### src/hw/rtl/csdet_pkg.sv
// Package: shared types and codes for the charset detector.
`timescale 1ns / 1ps
`default_nettype none
package csdet_pkg;

    localparam int CharsetW = 2;
    localparam int CountW   = 16;

    localparam logic [CharsetW-1:0] CS_ASCII = 2'd0;
    localparam logic [CharsetW-1:0] CS_UTF8  = 2'd1;
    localparam logic [CharsetW-1:0] CS_EUC   = 2'd2;
    localparam logic [CharsetW-1:0] CS_SJIS  = 2'd3;

    localparam logic [CountW-1:0] COUNT_MAX = '1;

    typedef struct packed {
        logic [CharsetW-1:0] charset;
        logic                any_high;
        logic                utf8_ok;
        logic [CountW-1:0]   sjis_pairs;
        logic [CountW-1:0]   euc_pairs;
    } t_result;

endpackage
`default_nettype wire

### src/hw/rtl/csdet_if.sv
// Interfaces: byte input channel and verdict output channel.
`timescale 1ns / 1ps
`default_nettype none
interface csdet_in_if;
    logic       valid;
    logic       ready;
    logic [7:0] data_byte;
    logic       last_byte;

    modport source (output valid, output data_byte, output last_byte, input ready);
    modport sink   (input valid, input data_byte, input last_byte, output ready);
endinterface

interface csdet_out_if;
    import csdet_pkg::*;
    logic                valid;
    logic                ready;
    logic [CharsetW-1:0] charset;
    logic                any_high;
    logic                utf8_ok;
    logic [CountW-1:0]   sjis_pairs;
    logic [CountW-1:0]   euc_pairs;

    modport source (output valid, output charset, output any_high, output utf8_ok,
                    output sjis_pairs, output euc_pairs, input ready);
    modport sink   (input valid, input charset, input any_high, input utf8_ok,
                    input sjis_pairs, input euc_pairs, output ready);
endinterface
`default_nettype wire

### src/hw/rtl/charset_detector_utf8_sjis_euc_unit.sv
// Charset detector: UTF-8 check plus SJIS / EUC-JP pair counting, one byte a cycle.
//
// Usage:
//   i_in  carries one buffer byte per transaction, last_byte set on the final byte.
//   o_out carries one verdict per buffer: charset, any_high, utf8_ok and the two
//   saturating 16-bit pair counts.
// Throughput: one byte per cycle while i_in.ready is high; the per-byte update is
//   combinational: a few range compares and two saturating increments.
// Output: the verdict is registered; the spare slot takes it while o_out is busy.
// Stall: a result register plus one spare result slot sit between the channels, so
//   bytes keep flowing while a verdict waits; i_in.ready drops only once both slots
//   hold undelivered verdicts, and rises again when o_out takes one.
// Reset: i_rst_n (synchronous, active low) drops both result slots and returns the
//   scan state to the start of a buffer. After each verdict the scan state also
//   returns to that start, so the next byte opens a new buffer.
`timescale 1ns / 1ps
`default_nettype none
module charset_detector_utf8_sjis_euc_unit (
    input  wire          i_clk,
    input  wire          i_rst_n,
    csdet_in_if.sink     i_in,
    csdet_out_if.source  o_out
);
    import csdet_pkg::*;

    // scan state
    logic              r_seen_high, n_seen_high;
    logic              r_utf8_good, n_utf8_good;
    logic [1:0]        r_pending,   n_pending;
    logic [7:0]        r_prev_byte;
    logic              r_have_prev;
    logic [CountW-1:0] r_sjis_cnt,  n_sjis_cnt;
    logic [CountW-1:0] r_euc_cnt,   n_euc_cnt;

    // result slots
    logic    r_out_valid;
    t_result r_out;
    logic    r_skid_valid;
    t_result r_skid;

    logic    w_accept;
    logic    w_push;
    logic    w_pop;
    logic    w_cont;
    logic    w_sjis_hit;
    logic    w_euc_hit;
    logic    w_good_final;
    t_result w_result;
    logic [7:0] w_c;

    assign w_c      = i_in.data_byte;
    assign w_accept = i_in.valid && i_in.ready;
    assign w_push   = w_accept && i_in.last_byte;
    assign w_pop    = r_out_valid && o_out.ready;
    assign w_cont   = (w_c[7:6] == 2'b10);

    assign i_in.ready = !r_skid_valid;

    always_comb begin
        n_seen_high = r_seen_high | w_c[7];
        n_utf8_good = r_utf8_good;
        n_pending   = r_pending;
        if (r_pending != 2'd0) begin
            if (w_cont) begin
                n_pending = r_pending - 2'd1;
            end else begin
                n_utf8_good = 1'b0;
                n_pending   = 2'd0;
            end
        end else if (w_c[7]) begin
            if (w_c[7:5] == 3'b110) begin
                n_pending = 2'd1;
            end else if (w_c[7:4] == 4'b1110) begin
                n_pending = 2'd2;
            end else if (w_c[7:3] == 5'b11110) begin
                n_pending = 2'd3;
            end else begin
                n_utf8_good = 1'b0;
            end
        end
    end

    always_comb begin
        w_sjis_hit = r_have_prev
            && (((r_prev_byte >= 8'h81) && (r_prev_byte <= 8'h9F))
                || ((r_prev_byte >= 8'hE0) && (r_prev_byte <= 8'hFC)))
            && (((w_c >= 8'h40) && (w_c <= 8'h7E))
                || ((w_c >= 8'h80) && (w_c <= 8'hFC)));
        w_euc_hit = r_have_prev
            && (r_prev_byte >= 8'hA1) && (r_prev_byte <= 8'hFE)
            && (w_c >= 8'hA1) && (w_c <= 8'hFE);
        n_sjis_cnt = r_sjis_cnt;
        n_euc_cnt  = r_euc_cnt;
        if (w_sjis_hit && (r_sjis_cnt != COUNT_MAX)) begin
            n_sjis_cnt = r_sjis_cnt + 1'b1;
        end
        if (w_euc_hit && (r_euc_cnt != COUNT_MAX)) begin
            n_euc_cnt = r_euc_cnt + 1'b1;
        end
    end

    // an unfinished sequence at the final byte fails the check
    assign w_good_final = n_utf8_good && (n_pending == 2'd0);

    always_comb begin
        w_result.any_high   = n_seen_high;
        w_result.utf8_ok    = w_good_final;
        w_result.sjis_pairs = n_sjis_cnt;
        w_result.euc_pairs  = n_euc_cnt;
        if (!n_seen_high) begin
            w_result.charset = CS_ASCII;
        end else if (w_good_final) begin
            w_result.charset = CS_UTF8;
        end else if (n_euc_cnt > n_sjis_cnt) begin
            w_result.charset = CS_EUC;
        end else begin
            w_result.charset = CS_SJIS;
        end
    end

    always_ff @(posedge i_clk) begin
        if (!i_rst_n || w_push) begin
            r_seen_high <= 1'b0;
            r_utf8_good <= 1'b1;
            r_pending   <= 2'd0;
            r_prev_byte <= 8'h00;
            r_have_prev <= 1'b0;
            r_sjis_cnt  <= '0;
            r_euc_cnt   <= '0;
        end else if (w_accept) begin
            r_seen_high <= n_seen_high;
            r_utf8_good <= n_utf8_good;
            r_pending   <= n_pending;
            r_prev_byte <= w_c;
            r_have_prev <= 1'b1;
            r_sjis_cnt  <= n_sjis_cnt;
            r_euc_cnt   <= n_euc_cnt;
        end
    end

    // ready is low while the spare slot is full, so a push never meets a full skid
    always_ff @(posedge i_clk) begin
        if (!i_rst_n) begin
            r_out_valid  <= 1'b0;
            r_skid_valid <= 1'b0;
        end else if (!r_out_valid || w_pop) begin
            if (r_skid_valid) begin
                r_out_valid  <= 1'b1;
                r_skid_valid <= 1'b0;
            end else begin
                r_out_valid <= w_push;
            end
        end else if (w_push) begin
            r_skid_valid <= 1'b1;
        end
    end

    always_ff @(posedge i_clk) begin
        if (!r_out_valid || w_pop) begin
            if (r_skid_valid) begin
                r_out <= r_skid;
            end else if (w_push) begin
                r_out <= w_result;
            end
        end else if (w_push) begin
            r_skid <= w_result;
        end
    end

    assign o_out.valid      = r_out_valid;
    assign o_out.charset    = r_out.charset;
    assign o_out.any_high   = r_out.any_high;
    assign o_out.utf8_ok    = r_out.utf8_ok;
    assign o_out.sjis_pairs = r_out.sjis_pairs;
    assign o_out.euc_pairs  = r_out.euc_pairs;

endmodule
`default_nettype wire

### src/flat_wrapper.sv
// flat-port wrapper written by rule: the top's interface ports become plain ports
module charset_detector_utf8_sjis_euc_unit_flat import csdet_pkg::*;
  (i_clk, i_rst_n, i_in_valid, i_in_data_byte, i_in_last_byte, i_in_ready, o_out_valid, o_out_charset, o_out_any_high, o_out_utf8_ok, o_out_sjis_pairs, o_out_euc_pairs, o_out_ready);
  csdet_in_if i_in_i ();
  csdet_out_if o_out_i ();
  input  wire i_clk;
  input  wire i_rst_n;
  input wire logic [$bits(i_in_i.valid)-1:0] i_in_valid;
  input wire logic [$bits(i_in_i.data_byte)-1:0] i_in_data_byte;
  input wire logic [$bits(i_in_i.last_byte)-1:0] i_in_last_byte;
  output wire logic [$bits(i_in_i.ready)-1:0] i_in_ready;
  output wire logic [$bits(o_out_i.valid)-1:0] o_out_valid;
  output wire logic [$bits(o_out_i.charset)-1:0] o_out_charset;
  output wire logic [$bits(o_out_i.any_high)-1:0] o_out_any_high;
  output wire logic [$bits(o_out_i.utf8_ok)-1:0] o_out_utf8_ok;
  output wire logic [$bits(o_out_i.sjis_pairs)-1:0] o_out_sjis_pairs;
  output wire logic [$bits(o_out_i.euc_pairs)-1:0] o_out_euc_pairs;
  input wire logic [$bits(o_out_i.ready)-1:0] o_out_ready;
  assign i_in_i.valid = i_in_valid;
  assign i_in_i.data_byte = i_in_data_byte;
  assign i_in_i.last_byte = i_in_last_byte;
  assign i_in_ready = i_in_i.ready;
  assign o_out_valid = o_out_i.valid;
  assign o_out_charset = o_out_i.charset;
  assign o_out_any_high = o_out_i.any_high;
  assign o_out_utf8_ok = o_out_i.utf8_ok;
  assign o_out_sjis_pairs = o_out_i.sjis_pairs;
  assign o_out_euc_pairs = o_out_i.euc_pairs;
  assign o_out_i.ready = o_out_ready;
  charset_detector_utf8_sjis_euc_unit u_core (.i_clk(i_clk), .i_rst_n(i_rst_n), .i_in(i_in_i), .o_out(o_out_i));
endmodule
### config.mk
export PLATFORM = sky130hd
export DESIGN_NAME = charset_detector_utf8_sjis_euc_unit_flat
export DESIGN_NICKNAME = d
export VERILOG_FILES = /design/src/hw/rtl/csdet_pkg.sv /design/src/hw/rtl/csdet_if.sv /design/src/hw/rtl/charset_detector_utf8_sjis_euc_unit.sv /design/src/flat_wrapper.sv
export SDC_FILE = /design/constraint.sdc
export NUM_CORES = 1
export LEC_CHECK = 0
export BUFFER_PORTS_ARGS = -buffer_cell sky130_fd_sc_hd__buf_2
export CORE_AREA = 3 3 106 108
export CTS_CLUSTER_DIAMETER = 80
export DETAILED_ROUTE_END_ITERATION = 16
export DIE_AREA = 0 0 109 111
export GPL_TIMING_DRIVEN = 0
export PLACE_DENSITY = 0.79
export REMOVE_ABC_BUFFERS = 1
export SLEW_MARGIN = 20
export SYNTH_ARGS = -nofsm -noshare
export SYNTH_HDL_FRONTEND = slang
export SYNTH_SLANG_ARGS = --single-unit
export TNS_END_PERCENT = 50
### constraint.sdc
create_clock -name i_clk -period 4 [get_ports i_clk]
set_input_delay 0.2 -clock i_clk [delete_from_list [all_inputs] [get_ports i_clk]]
set_output_delay 0.2 -clock i_clk [all_outputs]
set_load 0.02 [all_outputs]
==> impl_metrics.toml, run 1 <==
[run_status]
status = "completed"

[layout]
layout_commonest_cell = "edfxtp_1"
area_growth_pct = 17.5
antenna_cells = 0
design_area_um2 = 7260
final_nets = 678
drive_gt1_share_pct = 23.1
layout_common_cells = "edfxtp_1 (72), nand2_1 (62), buf_2 (50)"
n_fill_cell = 725

[clock_network]
insertion_delay_ns = 0.52
clkSlewWorstSetupHoldPaths_ns = 0.06
cts_root_buffer = "clkbuf_8"
clock_path_buffers = 2
clkSinkCount = 119
tritoncts = "yes"
htree_levels = 4
cts_buffers = 17

[power_and_ir_drop]
max-vdd-ir-drop_uv = 265
powerDensity_nw_per_um2 = 396
p_leak_nw = 2.63

[sta]
final-hold-violation-count = 0
fmax_ghz = 0.254
tns_ns = 0
fin_skew_ns = 0.0141
timing.final.ws_setup_ns = 0.0700
fin_crit_ns = 3.93
slew_headroom_pct = 31.5
maxSlewViolCount = 0
fin_crit_sh_pct = 98.3
setup_violations = 0
fin_hold_ws_ns = 0.0341
tightest_slew_ns = 1.03

[floorplan]
die_y_um = 111
start_util_pct = 59.9
dieArea_um2 = 12100
rows = 37
die_x_um = 109
placeableCoreArea_um2 = 10300
ioPinCount = 51

[synth]
synth_top_area_share_pct = 35.0
synthesis.area_um2 = 6180
ys_warn_count = 0
synth_area_per_cell_um2 = 10.5
synth_ff_type = "edfxtp_1"
synthArstFlopShare_pct = 0
synthTopCellsByArea = "edfxtp_1 (35%), dfxtp_1 (15%), mux2_2 (5.6%), ha_1 (3.8%), nand2_1 (3.8%)"
syn_inst = 590
ys_types = 57
yosysTopAreaCell = "edfxtp_1"
synth_edf_count = 72
ys_seq_area_share_pct = 50.2
ys_ff_latch = 119

[setup_path]
worstPathCellList = "ha_1 -> and3_4 -> and4b_4 -> a32oi_4 -> nand3_1 -> xnor2_1 -> inv_1 -> ha_1 -> and3_1 -> nand4_1 -> nor3_2 -> a211oi_1 -> a311oi_2 -> o31ai_1"
r2r_start = "u_core.r_sjis_cnt[0]"
crit_fanout = 9
reg2reg_depth = 14
crit_arrival_ns = 4.19
cp.depth = 14
crit_top_cell = "ha_1"
rr_endpoint = "u_core.o_out.charset[0]"
required_ns = 4.26
cp-start-kind = "flop"
r2r_slack_ns = 0.07
cp.buffers_inverters = 1
critPathTopFamily = "simple AND/OR/NAND/NOR gates"
worstSetupPathType = "reg2reg"
cp-end-kind = "flop"
crit_slowest_cell = "a32oi_4"
critical_path.max_stage_delay_ns = 0.37

[place]
dpl_worst_slack_ns = -0.227
hpwlAfterDp_um = 9010
port_buffers = 50
place_area_um2 = 6540
globalplace.congestion = 0.849

[route]
drt-total-wl_um = 14200
vias = 4863
ant_nets = 0
drtIter0Drc = 355
avgRoutedWirePerCell_um = 17.9
vias_per_cell = 6.12
firstDrtPassIters = 6
drc = 0

[grt]
grt_overflow_total = 0
first_global_vias = 4771
grt_pass1_wl_um = 22900
antenna_found_initial = 0
grt_max_degree = 41
grt.total_usage_pct = 24.1

[worst_hold_path]
hp-start = "i_in_last_byte"
min_path_cells = 3
hp-class = "in2reg"
hold_end = "u_core.r_skid_valid"

[job]
drv_cap = 0
kinds of logic (layout without fill, tap and decap cells):
logic type                 after synthesis  count (layout)  synth area share (%)
adders and majority gates               19              19                  3.85
muxes                                   32              32                  5.89
AOI/OAI and AO/OA                       93              95                  9.47
DFF                                    119             119                  50.2
xor gates and xnor gates                38              38                  5.87
and+or+nand+nor                        233             233                  20.5
buffers and inverters                   56             123                  4.25
how the worst max path moves through the flow:
stage                         startpoint                       to
global route        u_core.r_sjis_cnt[0]  u_core.o_out.charset[0]
floorplan            u_core.r_skid_valid         u_core.r_skid[0]
CTS                  u_core.r_euc_cnt[0]  u_core.o_out.charset[0]
detailed placement  u_core.r_sjis_cnt[0]  u_core.o_out.charset[0]
global placement     u_core.r_skid_valid         u_core.r_skid[6]
finish              u_core.r_sjis_cnt[0]  u_core.o_out.charset[0]
repair_timing:
item / 4_1_cts / 5_1_grt
pin swaps: 2 / 2
cloned: 1 / 1
endpoints found under the setup margin: 2 / 2
gates resized for setup: 3 / 8
endpoints found under the hold margin: 8 / 0
setup buffers: 4 / 0
hold buffers: 8 / 0
worst register-to-register path, cell delays in order, from the launching register on:
cell      delay (ns)
dfxtp_1         0.36
ha_1            0.27
and3_4          0.22
and4b_4         0.24
a32oi_4         0.37
nand3_1         0.15
xnor2_1         0.35
inv_1           0.09
ha_1            0.31
and3_1          0.20
nand4_1         0.17
nor3_2          0.33
a211oi_1        0.14
a311oi_2        0.34
o31ai_1         0.13
flip-flops by register name, indices dropped and copies added, names as in the netlist, 2 cells and up:
| name | count |
|---|---|
| u_core.o_out.charset | 2 |
| u_core.o_out.euc_pairs | 16 |
| u_core.o_out.sjis_pairs | 16 |
| u_core.r_euc_cnt | 16 |
| u_core.r_pending | 2 |
| u_core.r_prev_byte | 8 |
| u_core.r_sjis_cnt | 16 |
| u_core.r_skid | 36 |
cell type report:
cell class	instances	area [um2]	share of cell area, %
sequential	119	3100	42.7
clock buffer	21	439	6.05
multi-input combinational	417	2940	40.4
tap	136	170	2.34
timing repair buffer	65	435	5.99
inverter	26	97.6	1.34
clock inverter	11	82.6	1.14
routing by layer:
layer | global-route usage, % | part of all wire, % | vias to the layer above
met4 | 10.6 | 1.9 | 0
li1 | - | - | 2282
met3 | 5.42 | 6.7 | 28
met1 | 30.4 | 42 | 2329
met5 | 0 | 0 | -
met2 | 39.4 | 50 | 224
power by group:
| part | internal (W) | leakage [nW] | switching (W) | total (W) |
|---|---|---|---|---|
| Combinational | 0.0000627 | 1.35 | 0.000126 | 0.000189 |
| Sequential | 0.00132 | 1.02 | 0.0000105 | 0.00133 |
| Clock | 0.000827 | 0.256 | 0.000528 | 0.00135 |
stage by stage:
| step | power, W | util, % | std cells |
|---|---|---|---|
| detailed placement | 0.00152 | 63.3 | 749 |
| finish | 0.00288 | 70.4 | 795 |
| CTS | 0.00288 | 69.7 | 794 |
| floorplan | 0.00146 | - | 560 |
| global route | 0.00297 | 70.4 | 795 |
| global placement | 0.00151 | 62.3 | 746 |
Yosys cell counts (22+ instances only):
master    number
edfxtp_1      72
nand2_1       63
dfxtp_1       47
a21oi_1       36
nor2_1        34
nand3_1       33
mux2_2        31
o21ai_0       29
inv_1         26
nand4_1       23
xnor2_1       23
or3_1         22
(Power assumes the default switching activity.)
==> inputs of run 2 (changes only) <==
--- a/config.mk
+++ b/config.mk
@@ -6,13 +6,14 @@
 export NUM_CORES = 1
 export LEC_CHECK = 0
 export BUFFER_PORTS_ARGS = -buffer_cell sky130_fd_sc_hd__buf_2
-export CORE_AREA = 3 3 106 108
+export CORE_AREA = 3 3 97 118
 export CTS_CLUSTER_DIAMETER = 80
 export DETAILED_ROUTE_END_ITERATION = 16
-export DIE_AREA = 0 0 109 111
+export DIE_AREA = 0 0 100 121
 export GPL_TIMING_DRIVEN = 0
-export PLACE_DENSITY = 0.79
+export PLACE_DENSITY = 0.78
 export REMOVE_ABC_BUFFERS = 1
+export SETUP_SLACK_MARGIN = 0.2
 export SLEW_MARGIN = 20
 export SYNTH_ARGS = -nofsm -noshare
 export SYNTH_HDL_FRONTEND = slang
==> run 2 against run 1 <==
Compared with the run above:
- sequential share of layout area shrank 0.69 points
- clock skew shrank 0.0066 ns
- hold slack lost 0.0026 ns
- routed wire length grew 3.1%
- fmax grew 9.5%
- non-clock buffer count shrank 4
- critical path depth grew 1
- global-route usage grew 0.12 points
- flip-flop and latch count is the same
- design area grew 1.6%
- die area is essentially flat
==> impl_metrics.toml, run 2 (synthesis results as in run 1) <==
[sta]
fin_hold_ws_ns = 0.0315
maxSlewViolCount = 0
slew_headroom_pct = 28.7
rsz0062_at_grt = "no"
setup_violations = 0
fin_crit_sh_pct = 89.7
tightest_slew_ns = 1.07
final-hold-violation-count = 0
fin_crit_ns = 3.59
fin_skew_ns = 0.00749
fmax_ghz = 0.279

[route]
drt-total-wl_um = 14700
vias_per_cell = 6.36
drc = 0
drtIter0Drc = 450
firstDrtPassIters = 8
vias = 4988
ant_nets = 0
avgRoutedWirePerCell_um = 18.7

[worst_hold_path]
hp-start = "i_rst_n"
min_path_cells = 3
hp-class = "in2reg"
hold_end = "u_core.r_skid_valid"

[layout]
final_util_pct = 70.9
layout_commonest_cell = "edfxtp_1"
area_growth_pct = 19.5
layout_common_cells = "edfxtp_1 (72), nand2_1 (62), buf_2 (50)"
largest_reg_flops = 36
final_nets = 674
largest-register = "u_core.r_skid"
antenna_cells = 0
final-instance-count-excl-fill = 784
design_area_um2 = 7380
n_fill_cell = 737
drive_gt1_share_pct = 25.3

[power_and_ir_drop]
power_w = 0.00313
p_leak_nw = 2.69
max-vdd-ir-drop_uv = 288
powerDensity_nw_per_um2 = 424

[floorplan]
dieArea_um2 = 12100
placeableCoreArea_um2 = 10400
start_util_pct = 59.4
die_y_um = 121
ioPinCount = 51
die_x_um = 100
rows = 41

[setup_path]
r2r_slack_ns = 0.41
crit_arrival_ns = 3.75
reg2reg_depth = 15
worstPathCellList = "ha_2 -> and3_4 -> and4b_4 -> a32oi_4 -> buf_12 -> nand3_1 -> xnor2_2 -> inv_1 -> ha_1 -> and3_1 -> nand4_1 -> nor3_4 -> a211oi_1 -> a311oi_2 -> o31ai_1"
rr_endpoint = "u_core.o_out.charset[0]"
required_ns = 4.16
crit_fanout = 10
worstSetupPathType = "reg2reg"
cp-end-kind = "flop"
critical_path.max_stage_delay_ns = 0.35
cp-start-kind = "flop"
critPathTopFamily = "simple AND/OR/NAND/NOR gates"
crit_slowest_cell = "dfxtp_1"
r2r_start = "u_core.r_sjis_cnt[0]"
cp.buffers_inverters = 2

[clock_network]
clkSlewWorstSetupHoldPaths_ns = 0.05
clkSinkCount = 119
tritoncts = "yes"
insertion_delay_ns = 0.42
cts_root_buffer = "clkbuf_16"
cts_buffers = 17
clock_path_buffers = 2
htree_levels = 4

[run_status]
status = "completed"

[grt]
grt.total_usage_pct = 24.3
grt_max_degree = 41
grt_overflow_total = 0
grt_pass1_wl_um = 22900
first_global_vias = 4698
antenna_found_initial = 0

[place]
hpwlAfterDp_um = 8920
dp_cells = 742
place_area_um2 = 6530
globalplace.congestion = 0.890
port_buffers = 50

[job]
drv_cap = 0
-- run 2: changes by cell type in the layout (fill, tap and decap cells not counted), sizes merged --
| cell | change |
|---|---|
| buf | +4 |
| dlygate4sd3 | -8 |
| clkinvlp | +4 |
| clkinv | -5 |
| clkbuf | -2 |
| bufinv | +3 |
-- run 2: routing by layer --
metal  track usage (%)  wire length, um  vias to the layer above
met2              41.7             7430                      246
met1              29.1             5740                     2421
li1                  -                -                     2273
met4              11.5              472                        0
met5                 0                0                        -
met3              4.66             1000                       48
-- run 2: how the worst max path moves through the flow --
stage                                    start  cells past startpoint                 endpoint
final                     u_core.r_sjis_cnt[0]                     15  u_core.o_out.charset[0]
after global routing      u_core.r_sjis_cnt[0]                     15  u_core.o_out.charset[0]
after CTS                  u_core.r_euc_cnt[0]                     14  u_core.o_out.charset[0]
after detailed placement  u_core.r_sjis_cnt[0]                     14  u_core.o_out.charset[0]
after global placement     u_core.r_skid_valid                      3        u_core.r_skid[23]
after floorplan            u_core.r_skid_valid                      3         u_core.r_skid[0]
-- run 2: stage by stage --
step,setup slack [ns],setup TNS (ns)
after floorplan,0.373,0
after global placement,-1.10,-39.85
after detailed placement,-0.320,-0.606
after CTS,0.216,0
after global routing,0.214,0
final,0.412,0
-- run 2: power by group --
| part | leakage, nW | total, W | switching [W] | internal, W |
|---|---|---|---|---|
| Combinational | 1.38 | 0.000190 | 0.000128 | 0.0000617 |
| Clock | 0.285 | 0.00161 | 0.000557 | 0.00105 |
| Sequential | 1.02 | 0.00133 | 0.0000105 | 0.00132 |
-- run 2: worst min-delay path, stage by stage --
cell     delay (ns)
buf_2          0.12
nand2_1        0.05
nor2_1         0.04
-- run 2: repair_timing --
action	in CTS	in global routing
buffers inserted	4	4
resized for setup	9	14
gates cloned	1	1
pin swaps	2	8
setup endpoints to repair	2	2
hold endpoints to repair	0	0
hold buffers	0	0
-- run 2: final cells by class --
type / count / area (um2) / share of cell area [%]
multi-input cells: 417 / 3000 / 40.7
repair buffers: 61 / 398 / 5.39
well taps: 129 / 161 / 2.19
flip-flops and latches: 119 / 3100 / 42.0
clock buffers: 19 / 443 / 6.00
clock inverters: 13 / 179 / 2.42
inverters: 26 / 97.6 / 1.32
